File: src/sv/sgi_pkg.sv
// sgi_pkg: shared constants and types for the sample gap interpolator
// used by sgi_muldiv and sample_gap_interpolator; no dependencies
package sgi_pkg;

    // shared arithmetic unit datapath
    localparam int MD_W    = 72;                  // numerator / product width
    localparam int MD_DW   = 64;                  // divisor / multiplier operand width
    localparam int MUL_W   = 32;                  // multiplier bits consumed by a multiply
    localparam int MD_CW   = $clog2(MD_W + 1);    // step counter width

    // interpolation limit
    localparam int MAX_FILL = 16;
    localparam int CNT_W    = $clog2(MAX_FILL + 1);

    // time constants
    localparam logic [MD_W-1:0]  NS_PER_SEC = MD_W'(1000000000);
    localparam logic [MD_W-1:0]  NS_PER_MS  = MD_W'(1000000);
    localparam logic [MD_W-1:0]  NS_PER_US  = MD_W'(1000);

    // configuration register indexes
    localparam logic [2:0] CFG_PERIOD  = 3'd0;
    localparam logic [2:0] CFG_VAL_MIN = 3'd1;
    localparam logic [2:0] CFG_VAL_MAX = 3'd2;
    localparam logic [2:0] CFG_MIN_GAP = 3'd3;
    localparam logic [2:0] CFG_WAKEUP  = 3'd4;

    // arithmetic unit operations
    localparam logic MD_OP_MUL = 1'b0;
    localparam logic MD_OP_DIV = 1'b1;

    typedef struct packed {
        logic              start;
        logic              op;
        logic [MD_W-1:0]   a;     // multiplicand or numerator
        logic [MD_DW-1:0]  b;     // multiplier (low bits) or divisor
    } t_md_req;

    typedef struct packed {
        logic              done;
        logic [MD_W-1:0]   res;   // product or quotient
        logic [MD_DW-1:0]  rem;   // remainder
    } t_md_rsp;

endpackage

File: src/sv/sgi_muldiv.sv
// sgi_muldiv: shared shift-add multiplier and restoring divider, one bit per cycle
// depends on sgi_pkg
module sgi_muldiv (
    input  logic             i_clk,
    input  logic             i_rst_n,
    input  sgi_pkg::t_md_req i_req,
    output sgi_pkg::t_md_rsp o_rsp
);
    import sgi_pkg::*;

    logic              r_busy;
    logic              r_done;
    logic              r_op;
    logic [MD_CW-1:0]  r_cnt;
    logic [MD_W-1:0]   r_acc;
    logic [MD_DW:0]    r_rem;
    logic [MD_W-1:0]   r_a;
    logic [MD_DW-1:0]  r_b;

    logic [MD_DW:0]    w_sh;
    logic              w_ge;

    assign w_sh = {r_rem[MD_DW-1:0], r_acc[MD_W-1]};
    assign w_ge = (w_sh >= {1'b0, r_b});

    always_ff @(posedge i_clk) begin
        if (!i_rst_n) begin
            r_busy <= 1'b0;
            r_done <= 1'b0;
            r_cnt  <= '0;
        end else begin
            r_done <= 1'b0;
            if (i_req.start && !r_busy) begin
                r_busy <= 1'b1;
                r_op   <= i_req.op;
                r_a    <= i_req.a;
                r_b    <= i_req.b;
                r_rem  <= '0;
                if (i_req.op == MD_OP_DIV) begin
                    r_cnt <= MD_CW'(MD_W);
                    r_acc <= i_req.a;
                end else begin
                    r_cnt <= MD_CW'(MUL_W);
                    r_acc <= '0;
                end
            end else if (r_busy) begin
                if (r_op == MD_OP_DIV) begin
                    if (w_ge) begin
                        r_rem <= w_sh - {1'b0, r_b};
                        r_acc <= {r_acc[MD_W-2:0], 1'b1};
                    end else begin
                        r_rem <= w_sh;
                        r_acc <= {r_acc[MD_W-2:0], 1'b0};
                    end
                end else begin
                    // msb first over the low multiplier bits
                    r_acc <= (r_acc << 1) + (r_b[MUL_W-1] ? r_a : '0);
                    r_b   <= r_b << 1;
                end
                r_cnt <= r_cnt - 1'b1;
                if (r_cnt == MD_CW'(1)) begin
                    r_busy <= 1'b0;
                    r_done <= 1'b1;
                end
            end
        end
    end

    assign o_rsp.done = r_done;
    assign o_rsp.res  = r_acc;
    assign o_rsp.rem  = r_rem[MD_DW-1:0];

endmodule

File: src/sv/sample_gap_interpolator.sv
// sample_gap_interpolator: top level, sequencer around one shared multiply/divide unit
// depends on sgi_pkg and sgi_muldiv
//
//  channel   direction  handshake                 payload
//  input     in         i_valid / o_ready         i_func, i_fill_gaps, i_sample_*, i_stamp_*
//  result    out        o_valid / i_ready         o_out_*, o_synthetic, o_last_of_run
//  config    in         i_cfg_wr_en (no wait)     i_cfg_index, i_cfg_data
//
// one transaction at a time: o_ready is high only in idle
// each multiply or divide step issues one request to the shared unit and waits for done;
// a plain sample runs the time and threshold steps before its drop checks
// a fill run adds period, count, step and gap setup, then per interpolated sample
// a time split and three axis multiply/divide pairs, MAX_FILL samples when capped
// a stalled result holds the sequencer; the result register keeps the last
// surviving candidate so its last_of_run flag is known before it is shown
// reset (synchronous, active low) clears history, config and control state
module sample_gap_interpolator (
    input  logic        i_clk,
    input  logic        i_rst_n,
    // input transactions
    input  logic        i_valid,
    output logic        o_ready,
    input  logic        i_func,
    input  logic        i_fill_gaps,
    input  logic signed [15:0] i_sample_x,
    input  logic signed [15:0] i_sample_y,
    input  logic signed [15:0] i_sample_z,
    input  logic [31:0] i_stamp_sec,
    input  logic [29:0] i_stamp_nsec,
    // result transactions
    output logic        o_valid,
    input  logic        i_ready,
    output logic signed [15:0] o_out_x,
    output logic signed [15:0] o_out_y,
    output logic signed [15:0] o_out_z,
    output logic [31:0] o_out_sec,
    output logic [29:0] o_out_nsec,
    output logic        o_synthetic,
    output logic        o_last_of_run,
    // configuration writes
    input  logic        i_cfg_wr_en,
    input  logic [2:0]  i_cfg_index,
    input  logic [15:0] i_cfg_data
);
    import sgi_pkg::*;

    // sequencer states
    localparam logic [4:0] S_IDLE = 5'd0;
    localparam logic [4:0] S_TNOW = 5'd1;   // sample time in ns
    localparam logic [4:0] S_THR  = 5'd2;   // wakeup threshold in ns
    localparam logic [4:0] S_PER  = 5'd3;   // period in ns
    localparam logic [4:0] S_QDIV = 5'd4;   // rounded periods in the gap
    localparam logic [4:0] S_SDM  = 5'd5;   // (count + 1) * 1000
    localparam logic [4:0] S_STEP = 5'd6;   // step in us
    localparam logic [4:0] S_GUS  = 5'd7;   // gap in us
    localparam logic [4:0] S_SNS  = 5'd8;   // step in ns
    localparam logic [4:0] S_TDIV = 5'd9;   // split candidate time
    localparam logic [4:0] S_AXM  = 5'd10;  // |diff| * m
    localparam logic [4:0] S_AXD  = 5'd11;  // / gap_us
    localparam logic [4:0] S_EVAL = 5'd12;  // drop checks
    localparam logic [4:0] S_OUT  = 5'd13;  // push older result, not last
    localparam logic [4:0] S_NEXT = 5'd14;
    localparam logic [4:0] S_REAL = 5'd15;  // load the real sample as candidate
    localparam logic [4:0] S_FIN  = 5'd16;  // push final result

    // configuration
    logic [15:0]        r_period;
    logic signed [15:0] r_vmin;
    logic signed [15:0] r_vmax;
    logic [15:0]        r_min_gap;
    logic               r_wakeup;

    // history
    logic signed [15:0] r_last [3];
    logic [63:0]        r_told;

    // latched input transaction
    logic               r_fill;
    logic signed [15:0] r_smp [3];
    logic [31:0]        r_sec;
    logic [29:0]        r_nsec;

    // run working registers
    logic [4:0]         r_state;
    logic               r_issued;
    logic [63:0]        r_tnow;
    logic [25:0]        r_thr;
    logic [63:0]        r_gap;
    logic [35:0]        r_per;
    logic [CNT_W-1:0]   r_cnt;
    logic [CNT_W-1:0]   r_k;
    logic [15:0]        r_sd;
    logic [53:0]        r_step_us;
    logic [53:0]        r_gap_us;
    logic [63:0]        r_step_ns;
    logic [53:0]        r_m;
    logic [63:0]        r_t;
    logic signed [15:0] r_o [3];
    logic [16:0]        r_ad [3];
    logic               r_neg [3];
    logic [1:0]         r_axis;
    logic [MD_W-1:0]    r_prod;

    // candidate
    logic signed [16:0] r_cand [3];
    logic [31:0]        r_csec;
    logic [29:0]        r_cnsec;
    logic               r_syn;

    // result register
    logic               r_have;
    logic signed [15:0] r_out [3];
    logic [31:0]        r_out_sec;
    logic [29:0]        r_out_nsec;
    logic               r_out_syn;

    t_md_req            w_req;
    t_md_rsp            w_rsp;
    logic               w_calc;
    logic [63:0]        w_ct;
    logic [63:0]        w_dlt;
    logic               w_pass;
    logic signed [15:0] w_clamp [3];
    logic signed [16:0] w_d [3];
    logic [16:0]        w_q;
    logic signed [16:0] w_qs;
    logic               w_do_fill;

    function automatic logic signed [15:0] clamp16(input logic signed [16:0] v,
                                                   input logic signed [15:0] lo,
                                                   input logic signed [15:0] hi);
        logic signed [16:0] lo17;
        logic signed [16:0] hi17;
        lo17 = {lo[15], lo};
        hi17 = {hi[15], hi};
        if (v < lo17) begin
            clamp16 = lo;
        end else if (v > hi17) begin
            clamp16 = hi;
        end else begin
            clamp16 = v[15:0];
        end
    endfunction

    sgi_muldiv u_md (
        .i_clk   (i_clk),
        .i_rst_n (i_rst_n),
        .i_req   (w_req),
        .o_rsp   (w_rsp)
    );

    // operand selection for the shared unit
    always_comb begin
        w_calc = 1'b1;
        w_req.op = MD_OP_MUL;
        w_req.a  = '0;
        w_req.b  = '0;
        case (r_state)
            S_TNOW: begin
                w_req.a = NS_PER_SEC;
                w_req.b = MD_DW'(r_sec);
            end
            S_THR: begin
                w_req.a = NS_PER_US;
                w_req.b = MD_DW'(r_min_gap);
            end
            S_PER: begin
                w_req.a = NS_PER_MS;
                w_req.b = (r_period == 16'd0) ? MD_DW'(1) : MD_DW'(r_period);
            end
            S_QDIV: begin
                w_req.op = MD_OP_DIV;
                w_req.a  = MD_W'(r_gap + 64'(r_per >> 1));
                w_req.b  = MD_DW'(r_per);
            end
            S_SDM: begin
                w_req.a = NS_PER_US;
                w_req.b = MD_DW'(r_cnt) + MD_DW'(1);
            end
            S_STEP: begin
                w_req.op = MD_OP_DIV;
                w_req.a  = MD_W'(r_gap);
                w_req.b  = MD_DW'(r_sd);
            end
            S_GUS: begin
                w_req.op = MD_OP_DIV;
                w_req.a  = MD_W'(r_gap);
                w_req.b  = NS_PER_US[MD_DW-1:0];
            end
            S_SNS: begin
                w_req.a = MD_W'(r_step_us);
                w_req.b = MD_DW'(1000);
            end
            S_TDIV: begin
                w_req.op = MD_OP_DIV;
                w_req.a  = MD_W'(r_t);
                w_req.b  = NS_PER_SEC[MD_DW-1:0];
            end
            S_AXM: begin
                w_req.a = MD_W'(r_m);
                w_req.b = MD_DW'(r_ad[r_axis]);
            end
            S_AXD: begin
                w_req.op = MD_OP_DIV;
                w_req.a  = r_prod;
                w_req.b  = MD_DW'(r_gap_us);
            end
            default: begin
                w_calc = 1'b0;
            end
        endcase
        w_req.start = w_calc && !r_issued;
    end

    // drop checks against the current history
    always_comb begin
        w_ct   = r_syn ? r_t : r_tnow;
        w_dlt  = w_ct - r_told;
        w_pass = (w_ct > r_told) && !(r_wakeup && (w_dlt <= 64'(r_thr)));
        for (int i = 0; i < 3; i++) begin
            w_clamp[i] = clamp16(r_cand[i], r_vmin, r_vmax);
            w_d[i]     = 17'(r_smp[i]) - 17'(r_last[i]);
        end
        w_q  = w_rsp.res[16:0];
        w_qs = r_neg[r_axis] ? -$signed(w_q) : $signed(w_q);
        w_do_fill = r_fill && (r_told != 64'd0) && (r_tnow > r_told);
    end

    // configuration port
    always_ff @(posedge i_clk) begin
        if (!i_rst_n) begin
            r_period  <= 16'd200;
            r_vmin    <= -16'sd32768;
            r_vmax    <= 16'sd32767;
            r_min_gap <= 16'd0;
            r_wakeup  <= 1'b0;
        end else if (i_cfg_wr_en) begin
            case (i_cfg_index)
                CFG_PERIOD:  r_period  <= i_cfg_data;
                CFG_VAL_MIN: r_vmin    <= i_cfg_data;
                CFG_VAL_MAX: r_vmax    <= i_cfg_data;
                CFG_MIN_GAP: r_min_gap <= i_cfg_data;
                CFG_WAKEUP:  r_wakeup  <= i_cfg_data[0];
                default: ;
            endcase
        end
    end

    // sequencer
    always_ff @(posedge i_clk) begin
        if (!i_rst_n) begin
            r_state  <= S_IDLE;
            r_issued <= 1'b0;
            r_have   <= 1'b0;
            r_told   <= '0;
            for (int i = 0; i < 3; i++) begin
                r_last[i] <= '0;
            end
        end else begin
            if (w_req.start) begin
                r_issued <= 1'b1;
            end
            if (w_rsp.done) begin
                r_issued <= 1'b0;
            end
            case (r_state)
                S_IDLE: begin
                    if (i_valid) begin
                        if (i_func) begin
                            // clear command: history back to zero, no result
                            r_told <= '0;
                            for (int i = 0; i < 3; i++) begin
                                r_last[i] <= '0;
                            end
                        end else begin
                            r_fill   <= i_fill_gaps;
                            r_smp[0] <= i_sample_x;
                            r_smp[1] <= i_sample_y;
                            r_smp[2] <= i_sample_z;
                            r_sec    <= i_stamp_sec;
                            r_nsec   <= i_stamp_nsec;
                            r_state  <= S_TNOW;
                        end
                    end
                end
                S_TNOW: begin
                    if (w_rsp.done) begin
                        r_tnow  <= w_rsp.res[63:0] + 64'(r_nsec);
                        r_state <= S_THR;
                    end
                end
                S_THR: begin
                    if (w_rsp.done) begin
                        r_thr <= w_rsp.res[25:0];
                        if (w_do_fill) begin
                            r_gap <= r_tnow - r_told;
                            for (int i = 0; i < 3; i++) begin
                                r_o[i]   <= r_last[i];
                                r_neg[i] <= w_d[i][16];
                                r_ad[i]  <= w_d[i][16] ? 17'(-w_d[i]) : 17'(w_d[i]);
                            end
                            r_state <= S_PER;
                        end else begin
                            r_state <= S_REAL;
                        end
                    end
                end
                S_PER: begin
                    if (w_rsp.done) begin
                        r_per   <= w_rsp.res[35:0];
                        r_state <= S_QDIV;
                    end
                end
                S_QDIV: begin
                    if (w_rsp.done) begin
                        if (w_rsp.res > MD_W'(1)) begin
                            if (w_rsp.res > MD_W'(MAX_FILL)) begin
                                r_cnt <= CNT_W'(MAX_FILL);
                            end else begin
                                r_cnt <= w_rsp.res[CNT_W-1:0] - 1'b1;
                            end
                            r_state <= S_SDM;
                        end else begin
                            r_state <= S_REAL;
                        end
                    end
                end
                S_SDM: begin
                    if (w_rsp.done) begin
                        r_sd    <= w_rsp.res[15:0];
                        r_state <= S_STEP;
                    end
                end
                S_STEP: begin
                    if (w_rsp.done) begin
                        r_step_us <= w_rsp.res[53:0];
                        r_state   <= S_GUS;
                    end
                end
                S_GUS: begin
                    if (w_rsp.done) begin
                        r_gap_us <= w_rsp.res[53:0];
                        r_state  <= S_SNS;
                    end
                end
                S_SNS: begin
                    if (w_rsp.done) begin
                        r_step_ns <= w_rsp.res[63:0];
                        r_t       <= r_told + w_rsp.res[63:0];
                        r_m       <= r_step_us;
                        r_k       <= CNT_W'(1);
                        r_syn     <= 1'b1;
                        r_state   <= S_TDIV;
                    end
                end
                S_TDIV: begin
                    if (w_rsp.done) begin
                        r_csec  <= w_rsp.res[31:0];
                        r_cnsec <= w_rsp.rem[29:0];
                        r_axis  <= 2'd0;
                        r_state <= S_AXM;
                    end
                end
                S_AXM: begin
                    if (w_rsp.done) begin
                        r_prod  <= w_rsp.res;
                        r_state <= S_AXD;
                    end
                end
                S_AXD: begin
                    if (w_rsp.done) begin
                        r_cand[r_axis] <= 17'(r_o[r_axis]) + w_qs;
                        if (r_axis == 2'd2) begin
                            r_state <= S_EVAL;
                        end else begin
                            r_axis  <= r_axis + 2'd1;
                            r_state <= S_AXM;
                        end
                    end
                end
                S_REAL: begin
                    for (int i = 0; i < 3; i++) begin
                        r_cand[i] <= 17'(r_smp[i]);
                    end
                    r_csec  <= r_sec;
                    r_cnsec <= r_nsec;
                    r_syn   <= 1'b0;
                    r_state <= S_EVAL;
                end
                S_EVAL: begin
                    if (w_pass) begin
                        if (r_have) begin
                            r_state <= S_OUT;
                        end else begin
                            r_have     <= 1'b1;
                            r_out_sec  <= r_csec;
                            r_out_nsec <= r_cnsec;
                            r_out_syn  <= r_syn;
                            r_told     <= w_ct;
                            for (int i = 0; i < 3; i++) begin
                                r_out[i]  <= w_clamp[i];
                                r_last[i] <= w_clamp[i];
                            end
                            r_state <= S_NEXT;
                        end
                    end else begin
                        r_state <= S_NEXT;
                    end
                end
                S_OUT: begin
                    // older result leaves, the new candidate takes its place
                    if (i_ready) begin
                        r_out_sec  <= r_csec;
                        r_out_nsec <= r_cnsec;
                        r_out_syn  <= r_syn;
                        r_told     <= w_ct;
                        for (int i = 0; i < 3; i++) begin
                            r_out[i]  <= w_clamp[i];
                            r_last[i] <= w_clamp[i];
                        end
                        r_state <= S_NEXT;
                    end
                end
                S_NEXT: begin
                    if (r_syn && (r_k != r_cnt)) begin
                        r_k     <= r_k + 1'b1;
                        r_m     <= r_m + r_step_us;
                        r_t     <= r_t + r_step_ns;
                        r_state <= S_TDIV;
                    end else if (r_syn) begin
                        r_state <= S_REAL;
                    end else if (r_have) begin
                        r_state <= S_FIN;
                    end else begin
                        r_state <= S_IDLE;
                    end
                end
                S_FIN: begin
                    if (i_ready) begin
                        r_have  <= 1'b0;
                        r_state <= S_IDLE;
                    end
                end
                default: begin
                    r_state <= S_IDLE;
                end
            endcase
        end
    end

    assign o_ready       = (r_state == S_IDLE);
    assign o_valid       = (r_state == S_OUT) || (r_state == S_FIN);
    assign o_out_x       = r_out[0];
    assign o_out_y       = r_out[1];
    assign o_out_z       = r_out[2];
    assign o_out_sec     = r_out_sec;
    assign o_out_nsec    = r_out_nsec;
    assign o_synthetic   = r_out_syn;
    assign o_last_of_run = (r_state == S_FIN);

endmodule

File: config.mk
export PLATFORM = sky130hd
export DESIGN_NAME = sample_gap_interpolator
export DESIGN_NICKNAME = d
export VERILOG_FILES = /design/src/sv/sgi_pkg.sv /design/src/sv/sgi_muldiv.sv /design/src/sv/sample_gap_interpolator.sv
export SDC_FILE = /design/constraint.sdc
export NUM_CORES = 2
export LEC_CHECK = 0
export BUFFER_PORTS_ARGS = -buffer_cell sky130_fd_sc_hd__buf_2
export CAP_MARGIN = 20
export CORE_MARGIN = 5
export CORE_UTILIZATION = 60
export CTS_CLUSTER_DIAMETER = 150
export DETAILED_ROUTE_END_ITERATION = 12
export PLACE_DENSITY = 0.77
export SETUP_SLACK_MARGIN = 0.02
export SYNTH_ARGS = -nofsm -noshare
export SYNTH_HDL_FRONTEND = slang
export SYNTH_SLANG_ARGS = --single-unit
File: constraint.sdc
create_clock -name i_clk -period 14.2 [get_ports i_clk]
set_input_delay 0.71 -clock i_clk [delete_from_list [all_inputs] [get_ports i_clk]]
set_output_delay 0.71 -clock i_clk [all_outputs]
set_load 0.005 [all_outputs]
==> impl_metrics.yaml <==
outcome:
  outcome: "complete, no violations"
layout:
  layout.nets: 10400
  reg_top3: "r_prod x72, u_md.r_a x72, u_md.r_acc x72"
  finish.instance_area_um2: 103000
  post_route_cells_drive_above_1_share: 0.0849
  nFillCells: 12000
  area_growth_pct: 10.6
synth:
  postSynthCellCount: 9272
  synth_top_area_frac: 0.432
  mappedNetlistArea_um2: 93000
  ys_seq_elements: 1486
  synth_top_area_cell: "sky130_fd_sc_hd__edfxtp_1"
  total_number_of_yosys_warnings: 0
  ys_seq_area_frac: 0.464
  synth_top_cells_by_area: "sky130_fd_sc_hd__edfxtp_1 (43%), sky130_fd_sc_hd__ha_1 (9.5%), sky130_fd_sc_hd__nand2_1 (4.2%)"
  synth_enable_flop_cells: 1339
  synthesized_net_count: 10100
  yosys_most_used_dff: "sky130_fd_sc_hd__edfxtp_1"
  async_reset_ff_frac: 0
  synth.distinct_cells: 83
  syn_avg_cell_area_um2: 10.0
detailed_routing:
  avgRoutedWirePerCell_um: 30.1
  detail-route-antenna-nets: 0
  via_per_inst: 6.78
  via_total_after_detailed_routing: 79400
  dr.first_iter.drc_count: 10700
  detail_route.first_pass.iterations: 10
  drcViolationCount: 0
  routed_wirelength_um: 352000
timing:
  setup-tns-final_ns: 0
  min_period_ns: 9.33
  timing.clock.skew_ns: 0.0576
  report.final.slew_viol_count: 0
  grt_setup_unrepaired: "no"
  slew-limit-headroom: 0.164
  timing.final.ws_setup_ns: 4.87
  worst_hold_slack_ns: 0.0395
  timing.final.setup_violations: 0
  worst-slew-pin-transition_ns: 1.25
  hold_viol: 0
  period_share: 0.657
  fmax_ghz: 0.107
pwr:
  internal-power_w: 0.0102
  worst_ir_drop_on_vdd_mv: 0.121
  swShare: 0.381
  power_density_nw_per_um2: 161
  p_clk_frac: 0.268
  power.share.combinational: 0.373
  net-switching-power_w: 0.00629
  share_seq_of_total_power: 0.359
  total_power_w: 0.0165
  p_leak_nw: 40.5
floorplanning:
  initial_utilization: 0.604
  boundaryPins: 250
  dieArea_um2: 163000
  die_y_um: 404
  core_region_area_um2: 154000
  chipWidth_um: 404
  row_count: 144
clocking:
  cts.htree.levels: 4
  clock_tree_from_tritoncts: "yes"
  insertion_delay_ns: 0.85
  post_cts.resized_instances: 0
  cts_made_buffers: 162
  clock_pin_slew_worst_setup_and_hold_paths_ns: 0.06
  cts.path.max_buffers: 3
  numClockSinks: 1486
  clock_tree.root_cell: "sky130_fd_sc_hd__clkbuf_16"
setup_path:
  critical_path_data_required_time_ns: 14.77
  kind_of_capture_point_of_the_worst_setup_path: "flip-flop"
  worstRegToRegCells: 29
  standard_cell_with_the_maximum_stage_delay_on_the_critical_path: "sky130_fd_sc_hd__a211oi_1"
  critical-path-max-stage-delay_ns: 0.68
  critical_path_maximum_fanout: 62
  worst-setup-path-type: "flip-flop to flip-flop"
  crit_arrival_ns: 9.90
  critical_path_startpoint_category: "flip-flop"
global_routing:
  grt_start_max_net_pins: 83
  grtUsageMet1: 0.503
  groute.layer.met2.usage: 0.654
  global_route.usage.met3: 0.0913
  grt_overflow_total: 0
  grt_most_used_layer: "met2"
  number_of_global_route_vias_before_repair: 75600
  grt_antenna_before_repair: 17
  wire_length_of_the_first_global_routing_pass_um: 505000
  track_usage: 0.419
placed_design:
  hpwlAfterDp_um: 265000
  postPlaceCellArea_um2: 96900
  io_buffer_count: 249
  dp_worst_setup_slack_ns: 5.19
  global_placement_routability_congestion: 1.07
worst_hold_path:
  hold_path_depth: 1
  timing.hold.worst.class: "primary input to flip-flop"
job:
  cap_violations: 0
[power by group through the flow]
stage	Combinational, W	Clock, W	Sequential [W]
finish	0.00616	0.00443	0.00593
global route	0.00656	0.00463	0.00593
CTS	0.00595	0.00443	0.00591
detailed placement	0.00588	0	0.00599
global placement	0.00573	0	0.00598
floorplan	0.00386	0	0.00596
[critical path: cells and delay by family (launching register included)]
| family | cells | cell delay (ns) |
|---|---|---|
| fa+ha+maj | 2 | 0.62 |
| xor+xnor | 1 | 0.16 |
| flops | 1 | 0.46 |
| compound gates | 9 | 2.94 |
| simple gates | 12 | 2.36 |
| buf+inv | 4 | 1.84 |
| mux | 1 | 0.44 |
[worst paths after layout]
path / from / to / slack, ns
setup / recovery: r_syn / r_last[0][47] / 4.87
hold / removal: i_sample_x[0] / r_smp[0][0] / 0.04
setup reg to reg: r_syn / r_last[0][47] / 4.87
hold reg to reg: r_csec[2] / o_out_sec[2] / 0.42
[Yosys cell counts, drive strengths merged (134+ instances only)]
cell type / instances
nand2: 1050
a21oi: 729
dfxtp: 147
xnor2: 355
mux2i: 158
inv: 455
xor2: 214
edfxtp: 1339
ha: 707
nor3: 134
clkbuf: 317
nand3: 267
a21o: 386
nor2: 570
o21ai: 619
[what timing repair did]
action / CTS / global route
endpoints found under the hold margin: 28 / 0
hold buffers: 28 / 0
setup endpoints to repair: 0 / 0
buffers inserted: 0 / 0
[logic make-up after synthesis]
kind of cell | Yosys count | share of synthesized area
muxes | 225 | 0.0251
and+or+nand+nor | 2757 | 0.138
adders and majority gates | 720 | 0.0979
buffers and inverters | 817 | 0.0334
DFF | 1486 | 0.464
AOI/OAI and AO/OA | 2698 | 0.187
xor gates and xnor gates | 569 | 0.0536
[routing by layer]
metal  up-vias  wire length [um]
met2      5028            157000
met1     38100            124000
li1      35000                 -
met4         6             35400
met5         -                49
met3      1208             35200
[placed cells by master (no fill, tap or decap), types with 145 or more instances in the layout]
master / instances
sky130_fd_sc_hd__a21o_1: 386
sky130_fd_sc_hd__a21oi_1: 725
sky130_fd_sc_hd__buf_2: 249
sky130_fd_sc_hd__buf_4: 146
sky130_fd_sc_hd__clkbuf_16: 163
sky130_fd_sc_hd__dfxtp_1: 145
sky130_fd_sc_hd__edfxtp_1: 1339
sky130_fd_sc_hd__ha_1: 707
sky130_fd_sc_hd__inv_1: 450
sky130_fd_sc_hd__mux2i_1: 158
sky130_fd_sc_hd__nand2_1: 1048
sky130_fd_sc_hd__nand3_1: 265
sky130_fd_sc_hd__nor2_1: 556
sky130_fd_sc_hd__o21ai_0: 592
sky130_fd_sc_hd__xnor2_1: 355
sky130_fd_sc_hd__xor2_1: 214
[metrics by stage]
stage / utilization / cells
6_report: 0.667 / 11700
5_1_grt: 0.667 / 11700
4_1_cts: 0.666 / 11700
3_5_place_dp: 0.629 / 11400
3_3_place_gp: 0.629 / 11300
2_1_floorplan: - / 9272
[final cells by class]
cell class | instances | area, um^2 | share of cell area
Multi-Input combinational cell | 6969 | 47100 | 0.458
Clock inverter | 99 | 1240 | 0.0121
Timing Repair Buffer | 433 | 2780 | 0.0271
Tap cell | 2044 | 2560 | 0.0249
Antenna cell | 15 | 37.5 | 0.000365
Inverter | 455 | 1710 | 0.0166
Clock buffer | 203 | 4270 | 0.0415
Sequential cell | 1486 | 43200 | 0.420
Note: power is estimated with default switching activity, not from simulation.
